[config.mk]
export PLATFORM = sky130hd
export DESIGN_NAME = rc_stick_frame_conditioner_core
export DESIGN_NICKNAME = d
export VERILOG_FILES = /design/src/hdl/rcsfc_pkg.sv /design/src/hdl/rcsfc_scale.sv /design/src/hdl/rcsfc_ctrl.sv /design/src/hdl/rc_stick_frame_conditioner_core.sv
export SDC_FILE = /design/constraint.sdc
export NUM_CORES = 1
export LEC_CHECK = 0
export BUFFER_PORTS_ARGS = -buffer_cell sky130_fd_sc_hd__buf_2
export CORE_MARGIN = 2
export CORE_UTILIZATION = 30
export CTS_CLUSTER_SIZE = 14
export DETAILED_ROUTE_END_ITERATION = 10
export PLACE_DENSITY = 0.46
export SLEW_MARGIN = 15
export SYNTH_ARGS = -nofsm -noshare
export SYNTH_HDL_FRONTEND = slang
export SYNTH_SLANG_ARGS = --single-unit
export TNS_END_PERCENT = 30
[constraint.sdc]
create_clock -name clk -period 17.2 [get_ports clk]
set_input_delay 3.44 -clock clk [delete_from_list [all_inputs] [get_ports clk]]
set_output_delay 3.44 -clock clk [all_outputs]
set_load 0.01 [all_outputs]
[src/hdl/rcsfc_pkg.sv]
// Package for the stick frame conditioner: widths, constants, register codes and word types.
package rcsfc_pkg;

  localparam int SAMPLE_BITS = 12;
  localparam int STICK_W     = 12;
  localparam int THRUST_W    = 10;
  localparam int BATT_W      = 10;
  localparam int MV_W        = 12;
  localparam int MODE_W      = 3;
  localparam int TRIM_W      = STICK_W + 1;
  localparam int CFG_INDEX_W = 2;
  localparam int CFG_DATA_W  = 12;

  localparam logic [STICK_W-1:0]  STICK_SPAN  = STICK_W'(3000);
  localparam logic [THRUST_W-1:0] THRUST_SPAN = THRUST_W'(1000);
  localparam logic [BATT_W-1:0]   BATT_MAX    = BATT_W'(819);

  // floor(mv / 5) = (mv * 3277) >> 14 for every 12-bit mv
  localparam int BATT_RECIP = 3277;
  localparam int BATT_SHIFT = 14;

  localparam logic [STICK_W-1:0]  CENTER_RESET     = STICK_W'(1500);
  localparam logic [THRUST_W-1:0] LOCK_LIMIT_RESET = THRUST_W'(10);
  localparam logic [MODE_W-1:0]   MODE_COUNT_RESET = MODE_W'(3);
  localparam logic [MODE_W-1:0]   MODE_FIRST       = MODE_W'(1);

  typedef enum logic [CFG_INDEX_W-1:0] {
    REG_CENTER_VALUE      = 2'd0,
    REG_LOCK_THRUST_LIMIT = 2'd1,
    REG_MODE_COUNT        = 2'd2
  } cfg_reg_t;

  typedef struct packed {
    logic [STICK_W-1:0]  center_value;
    logic [THRUST_W-1:0] lock_thrust_limit;
    logic [MODE_W-1:0]   mode_count;
  } cfg_t;

  typedef struct packed {
    logic [SAMPLE_BITS-1:0] roll_raw;
    logic [SAMPLE_BITS-1:0] pitch_raw;
    logic [SAMPLE_BITS-1:0] yaw_raw;
    logic [SAMPLE_BITS-1:0] thrust_raw;
    logic [MV_W-1:0]        battery_mv;
    logic                   button_one;
    logic                   button_two;
    logic                   button_three;
    logic                   button_four;
    logic                   trim_request;
  } in_word_t;

  typedef struct packed {
    logic [STICK_W-1:0]  roll_out;
    logic [STICK_W-1:0]  pitch_out;
    logic [STICK_W-1:0]  yaw_out;
    logic [THRUST_W-1:0] thrust_out;
    logic [BATT_W-1:0]   battery_out;
    logic                aux_one;
    logic                aux_two;
    logic                aux_three;
    logic                aux_four;
    logic                locked;
    logic [MODE_W-1:0]   flight_mode;
  } out_word_t;

  typedef struct packed {
    logic [STICK_W-1:0]  roll;
    logic [STICK_W-1:0]  pitch;
    logic [STICK_W-1:0]  yaw;
    logic [THRUST_W-1:0] thrust;
    logic [BATT_W-1:0]   battery;
  } scaled_t;

  typedef struct packed {
    logic [STICK_W-1:0] roll;
    logic [STICK_W-1:0] pitch;
    logic [STICK_W-1:0] yaw;
    logic               locked;
    logic [MODE_W-1:0]  flight_mode;
  } frame_state_t;

endpackage

[src/hdl/rcsfc_scale.sv]
// Constant scaling of the stick samples and battery reading.
module rcsfc_scale
  import rcsfc_pkg::*;
(
  input  in_word_t word,
  output scaled_t  scaled
);

  localparam int PROD_W = SAMPLE_BITS + STICK_W;
  localparam int BPROD_W = MV_W + 12;

  // floor(x / (2^n - 1)) as (x + (x >> n) + 1) >> n
  function automatic logic [STICK_W-1:0] div_raw_max(input logic [PROD_W-1:0] x);
    logic [PROD_W:0] t;
    t = {1'b0, x} + (PROD_W+1)'(x >> SAMPLE_BITS) + (PROD_W+1)'(1);
    return STICK_W'(t >> SAMPLE_BITS);
  endfunction

  function automatic logic [STICK_W-1:0] scale_stick(input logic [SAMPLE_BITS-1:0] raw);
    return div_raw_max(PROD_W'(raw) * PROD_W'(STICK_SPAN));
  endfunction

  logic [STICK_W-1:0] thrust_full;
  logic [BPROD_W-1:0] batt_prod;

  assign thrust_full = div_raw_max(PROD_W'(word.thrust_raw) * PROD_W'(THRUST_SPAN));
  assign batt_prod   = BPROD_W'(word.battery_mv) * BPROD_W'(BATT_RECIP);

  always_comb begin
    scaled.roll  = scale_stick(word.roll_raw);
    scaled.pitch = scale_stick(word.pitch_raw);
    scaled.yaw   = scale_stick(word.yaw_raw);
    if (thrust_full > STICK_W'(THRUST_SPAN)) begin
      scaled.thrust = THRUST_SPAN;
    end else begin
      scaled.thrust = thrust_full[THRUST_W-1:0];
    end
    scaled.battery = BATT_W'(batt_prod >> BATT_SHIFT);
  end

endmodule

[src/hdl/rcsfc_ctrl.sv]
// Trim capture, trimmed stick clamps, lock toggle and flight-mode stepping.
module rcsfc_ctrl
  import rcsfc_pkg::*;
(
  input  logic         clk,
  input  logic         rst,
  input  logic         step,
  input  in_word_t     word,
  input  scaled_t      scaled,
  input  cfg_t         cfg,
  output frame_state_t frame
);

  localparam int DIFF_W = TRIM_W + 1;

  logic                     trim_pending;
  logic signed [TRIM_W-1:0] roll_trim;
  logic signed [TRIM_W-1:0] pitch_trim;
  logic signed [TRIM_W-1:0] yaw_trim;
  logic                     last_button_one;
  logic                     last_button_three;
  logic                     lock_flag;
  logic [MODE_W-1:0]        mode_counter;

  logic                     capture;
  logic signed [TRIM_W-1:0] roll_trim_next;
  logic signed [TRIM_W-1:0] pitch_trim_next;
  logic signed [TRIM_W-1:0] yaw_trim_next;
  logic                     lock_flag_next;
  logic [MODE_W-1:0]        mode_counter_next;
  logic [MODE_W:0]          mode_inc;

  function automatic logic signed [TRIM_W-1:0] take_offset(
    input logic [STICK_W-1:0] value,
    input logic [STICK_W-1:0] center
  );
    return $signed({1'b0, value}) - $signed({1'b0, center});
  endfunction

  function automatic logic [STICK_W-1:0] apply_trim(
    input logic [STICK_W-1:0]        value,
    input logic signed [TRIM_W-1:0]  trim
  );
    logic signed [DIFF_W-1:0] diff;
    diff = $signed({2'b00, value}) - DIFF_W'(trim);
    if (diff < 0) begin
      return '0;
    end else if (diff > $signed({2'b00, STICK_SPAN})) begin
      return STICK_SPAN;
    end else begin
      return diff[STICK_W-1:0];
    end
  endfunction

  assign capture  = trim_pending | word.trim_request;
  assign mode_inc = {1'b0, mode_counter} + (MODE_W+1)'(1);

  always_comb begin
    if (capture) begin
      roll_trim_next  = take_offset(scaled.roll, cfg.center_value);
      pitch_trim_next = take_offset(scaled.pitch, cfg.center_value);
      yaw_trim_next   = take_offset(scaled.yaw, cfg.center_value);
    end else begin
      roll_trim_next  = roll_trim;
      pitch_trim_next = pitch_trim;
      yaw_trim_next   = yaw_trim;
    end

    lock_flag_next = lock_flag ^ (last_button_one & ~word.button_one &
                                  (scaled.thrust <= cfg.lock_thrust_limit));

    mode_counter_next = mode_counter;
    if (last_button_three & ~word.button_three) begin
      if (mode_inc > {1'b0, cfg.mode_count}) begin
        mode_counter_next = MODE_FIRST;
      end else begin
        mode_counter_next = mode_inc[MODE_W-1:0];
      end
    end

    frame.roll        = apply_trim(scaled.roll, roll_trim_next);
    frame.pitch       = apply_trim(scaled.pitch, pitch_trim_next);
    frame.yaw         = apply_trim(scaled.yaw, yaw_trim_next);
    frame.locked      = lock_flag_next;
    frame.flight_mode = mode_counter_next;
  end

  always_ff @(posedge clk) begin
    if (rst) begin
      trim_pending      <= 1'b1;
      roll_trim         <= '0;
      pitch_trim        <= '0;
      yaw_trim          <= '0;
      last_button_one   <= 1'b0;
      last_button_three <= 1'b0;
      lock_flag         <= 1'b0;
      mode_counter      <= MODE_FIRST;
    end else if (step) begin
      trim_pending      <= 1'b0;
      roll_trim         <= roll_trim_next;
      pitch_trim        <= pitch_trim_next;
      yaw_trim          <= yaw_trim_next;
      last_button_one   <= word.button_one;
      last_button_three <= word.button_three;
      lock_flag         <= lock_flag_next;
      mode_counter      <= mode_counter_next;
    end
  end

endmodule

[src/hdl/rc_stick_frame_conditioner_core.sv]
// Top level of the stick frame conditioner: input register, frame logic, result register.
//
//   channel  signals                          direction  word
//   in       in_valid in_ready in_data         sink       in_word_t
//   out      out_valid out_ready out_data      source     out_word_t
//   cfg      cfg_write cfg_index cfg_data      sink       one register per write
//
// One word per cycle while out_ready is high; a word passes input, then result register.
// The path from the input register through the constant multiplies, trim clamp
// and mode/lock logic to the result register sets the cycle time.
// Synchronous reset empties both stages, zeroes trim and lock, resets mode and registers.
// A stalled result holds; the input register keeps taking words until it is full.
module rc_stick_frame_conditioner_core
  import rcsfc_pkg::*;
(
  input  logic                   clk,
  input  logic                   rst,
  input  logic                   in_valid,
  output logic                   in_ready,
  input  in_word_t               in_data,
  output logic                   out_valid,
  input  logic                   out_ready,
  output out_word_t              out_data,
  input  logic                   cfg_write,
  input  logic [CFG_INDEX_W-1:0] cfg_index,
  input  logic [CFG_DATA_W-1:0]  cfg_data
);

  cfg_t         cfg;
  logic         hold_valid;
  in_word_t     hold;
  logic         advance;
  scaled_t      scaled;
  frame_state_t frame;
  out_word_t    result_next;

  assign advance  = hold_valid & (~out_valid | out_ready);
  assign in_ready = ~hold_valid | advance;

  always_ff @(posedge clk) begin
    if (rst) begin
      cfg.center_value      <= CENTER_RESET;
      cfg.lock_thrust_limit <= LOCK_LIMIT_RESET;
      cfg.mode_count        <= MODE_COUNT_RESET;
    end else if (cfg_write) begin
      case (cfg_reg_t'(cfg_index))
        REG_CENTER_VALUE:      cfg.center_value      <= cfg_data[STICK_W-1:0];
        REG_LOCK_THRUST_LIMIT: cfg.lock_thrust_limit <= cfg_data[THRUST_W-1:0];
        REG_MODE_COUNT:        cfg.mode_count        <= cfg_data[MODE_W-1:0];
        default: ;
      endcase
    end
  end

  always_ff @(posedge clk) begin
    if (rst) begin
      hold_valid <= 1'b0;
    end else if (in_ready) begin
      hold_valid <= in_valid;
    end
  end

  always_ff @(posedge clk) begin
    if (in_ready & in_valid) begin
      hold <= in_data;
    end
  end

  rcsfc_scale u_scale (
    .word   (hold),
    .scaled (scaled)
  );

  rcsfc_ctrl u_ctrl (
    .clk    (clk),
    .rst    (rst),
    .step   (advance),
    .word   (hold),
    .scaled (scaled),
    .cfg    (cfg),
    .frame  (frame)
  );

  always_comb begin
    result_next.roll_out    = frame.roll;
    result_next.pitch_out   = frame.pitch;
    result_next.yaw_out     = frame.yaw;
    result_next.thrust_out  = scaled.thrust;
    result_next.battery_out = scaled.battery;
    result_next.aux_one     = hold.button_one;
    result_next.aux_two     = hold.button_two;
    result_next.aux_three   = hold.button_three;
    result_next.aux_four    = hold.button_four;
    result_next.locked      = frame.locked;
    result_next.flight_mode = frame.flight_mode;
  end

  always_ff @(posedge clk) begin
    if (rst) begin
      out_valid <= 1'b0;
    end else if (advance) begin
      out_valid <= 1'b1;
    end else if (out_ready) begin
      out_valid <= 1'b0;
    end
  end

  always_ff @(posedge clk) begin
    if (advance) begin
      out_data <= result_next;
    end
  end

endmodule

==> impl_metrics.yaml <==
sta:
  clock_skew_ns: 0.01838
  fin_tns_setup_ns: 0
  whs_ns: 0.4256
  setup_ws_ns: 5.544
  fin_crit_sh: 0.6777
  fin_crit_ns: 11.66
  hold_violations: 0
  finalSetupViolCount: 0
  rsz0062_at_grt: "no"
  drv_slew: 0
  max_freq_ghz: 0.08579
  worst_slew_pin_slew_ns: 1.055
  slew_headroom: 0.2875
critical_path:
  cp.arrival_ns: 12.14
  required_ns: 17.68
  ff2ff_path_depth: 47
  crit_slowest_cell: "a311oi_1"
  path_class: "flop to flop"
  crit_top_cell: "o21ai_0"
  path_max_fanout: 7
  critPathMaxStageDelay_ns: 0.67
  r2r_slack_ns: 5.54
  cp-end-kind: "flop"
  startpoint_type: "flop"
cts:
  post_cts_buffers: 0
  clock_path_buffers: 3
  worstSkewPairLatency_ns: 0.62
  ctsHoldBuffers: 0
  cts_tree: "done"
  cts_resized: 0
  clk_pin_slew_worst_paths_ns: 0.06
  htreeDepth: 1
  clockRootBuffer: "clkbuf_16"
  clock-sinks: 202
  cts_buffers: 30
synth:
  seq_area_frac_synth: 0.2098
  synth_top_area_frac: 0.2071
  synth_commonest_cells: "inv_1, ha_1, fa_1, nor2_1"
  synth_nets: 3465
  yosys.area.top_type: "ha_1"
  synth-edff-count: 129
  syn_area_sq_mm: 0.02543
  avgSynthCellArea_sq_um: 9.305
  syn-instance-count: 2733
  synth_top_flop_cell: "edfxtp_1"
  ys_ff_latch: 202
  ys_warn_count: 0
  yosysMostFrequentCell: "inv_1"
  synth_area_leaders: "ha_1, fa_1, edfxtp_1"
  yosysUniqueCellTypes: 80
  async_flop_share: 0
drt:
  ant_nets: 0
  remaining_drc_errors: 0
  wl_microns: 63210
  first_iter_violations: 780
  drt_pass1_iterations: 5
  wl_per_cell_microns: 15.64
  avgViaCountPerCell: 4.714
  dr_total_vias: 19050
layout:
  drive_gt1_frac: 0.08531
  final_cell_area_sq_mm: 0.02856
  syn_to_final_growth_pct: 12.32
  final_nets: 3615
  antenna_cells: 0
flow_run:
  drv_cap: 0
placement:
  post-place-ws_ns: 5.624
  dp_hpwl_microns: 51680
  post_dp_cell_area_sq_mm: 0.02752
  portBuffers: 149
  gp_congestion: 0.8318
global_routing:
  grt_pass1_vias: 19520
  antenna_found_initial: 4
  grt_start_max_net_pins: 68
  grt_pass1_wl_microns: 102300
  grt_use_total: 0.1457
  grt_overflow_total: 0
hold_path:
  hold_class: "flop to flop"
  holdPathStages: 0
die:
  dieArea_sq_mm: 0.08712
  num_rows: 106
  die_y_microns: 295.2
  io_pins: 150
  core_region_area_sq_mm: 0.08382
  fp.dieW_microns: 295.2
  start_util: 0.3034
outcome:
  status: "finished, final reports clean"
-- metrics by stage --
stage	utilization	cells
final	0.3408	4041
after global routing	0.3408	4041
after CTS	0.3408	4041
after detailed placement	0.3284	3985
after global placement	0.3284	3985
after floorplan	-	2733
-- flip-flops by register name (all words and copies together), names as in the netlist, 3 cells and up --
signal / flops
u_ctrl.mode_counter: 3
u_ctrl.yaw_trim: 13
u_ctrl.pitch_trim: 13
cfg: 25
out_data: 64
u_ctrl.roll_trim: 13
hold: 65
-- worst max-delay path, delay by kind of cell (launching register included) --
kind | cells | cell delay, ns
compound gates | 25 | 5.01
xor+xnor | 3 | 0.79
simple gates | 6 | 1.47
flops | 1 | 0.53
mux | 1 | 0.11
fa+ha+maj | 8 | 3.42
buf+inv | 4 | 0.20
-- per-layer routing --
layer | routed length (microns) | vias to the layer above | GRT usage
met5 | 0 | - | 0
li1 | - | 9602 | -
met1 | 29540 | 9111 | 0.1937
met2 | 30130 | 277 | 0.2518
met3 | 2216 | 61 | 0.01992
met4 | 1333 | 0 | 0.03046
-- cells in the final DEF, fill, tap and decap left out, types with 8 or more instances in the layout --
cell | netlist | final
nor3_1 | 59 | 59
or2_2 | 10 | 10
buf_4 | 0 | 10
o21bai_1 | 9 | 9
nor2_1 | 182 | 181
a21oi_1 | 129 | 129
and2_1 | 17 | 16
a211o_1 | 20 | 20
and3_1 | 19 | 19
o31a_1 | 9 | 9
edfxtp_1 | 129 | 129
a21o_1 | 53 | 53
dfxtp_1 | 73 | 73
fa_1 | 227 | 227
a31oi_1 | 22 | 22
o21a_1 | 31 | 31
a311oi_1 | 8 | 8
xnor2_1 | 89 | 89
o211ai_1 | 10 | 10
nand3b_1 | 8 | 8
or3_1 | 9 | 9
nor2b_1 | 50 | 50
ha_1 | 421 | 421
inv_1 | 547 | 546
mux2i_1 | 19 | 19
nand3_1 | 38 | 38
a21boi_0 | 19 | 19
xor2_1 | 48 | 48
nor3b_1 | 10 | 9
nand2_1 | 120 | 120
buf_2 | 2 | 149
o21ai_0 | 106 | 106
nand4_1 | 19 | 19
nand2b_1 | 26 | 26
clkbuf_16 | 0 | 30
a211oi_1 | 39 | 39
-- kinds of logic after synthesis --
group	after synthesis	synth area share
adder cells (fa/ha/maj)	648	0.3858
AND/OR/NAND/NOR	596	0.1164
buffers and inverters	588	0.08718
multiplexers	21	0.008511
XOR/XNOR	139	0.04900
AO/OA/AOI/OAI	539	0.1433
flip-flops	202	0.2098
-- area by class of cell --
class                           instances  area, sq um
Inverter                              547         2058
Clock inverter                         23        270.3
Timing Repair Buffer                  159        820.8
Sequential cell                       202         5335
Fill cell                            8624        55260
Clock buffer                           33        772.0
Tap cell                             1134         1419
Multi-Input combinational cell       1943        17890
-- path summary, 6_finish.rpt --
check | to | from
worst max register to register | out_data[36] | hold[37]
worst min-delay path | out_data[6] | hold[3]
worst min register to register | out_data[6] | hold[3]
worst max-delay path | out_data[36] | hold[37]
Power is not shown: default switching activity piles up to over one toggle a cycle in this logic, so the estimate is an artifact.
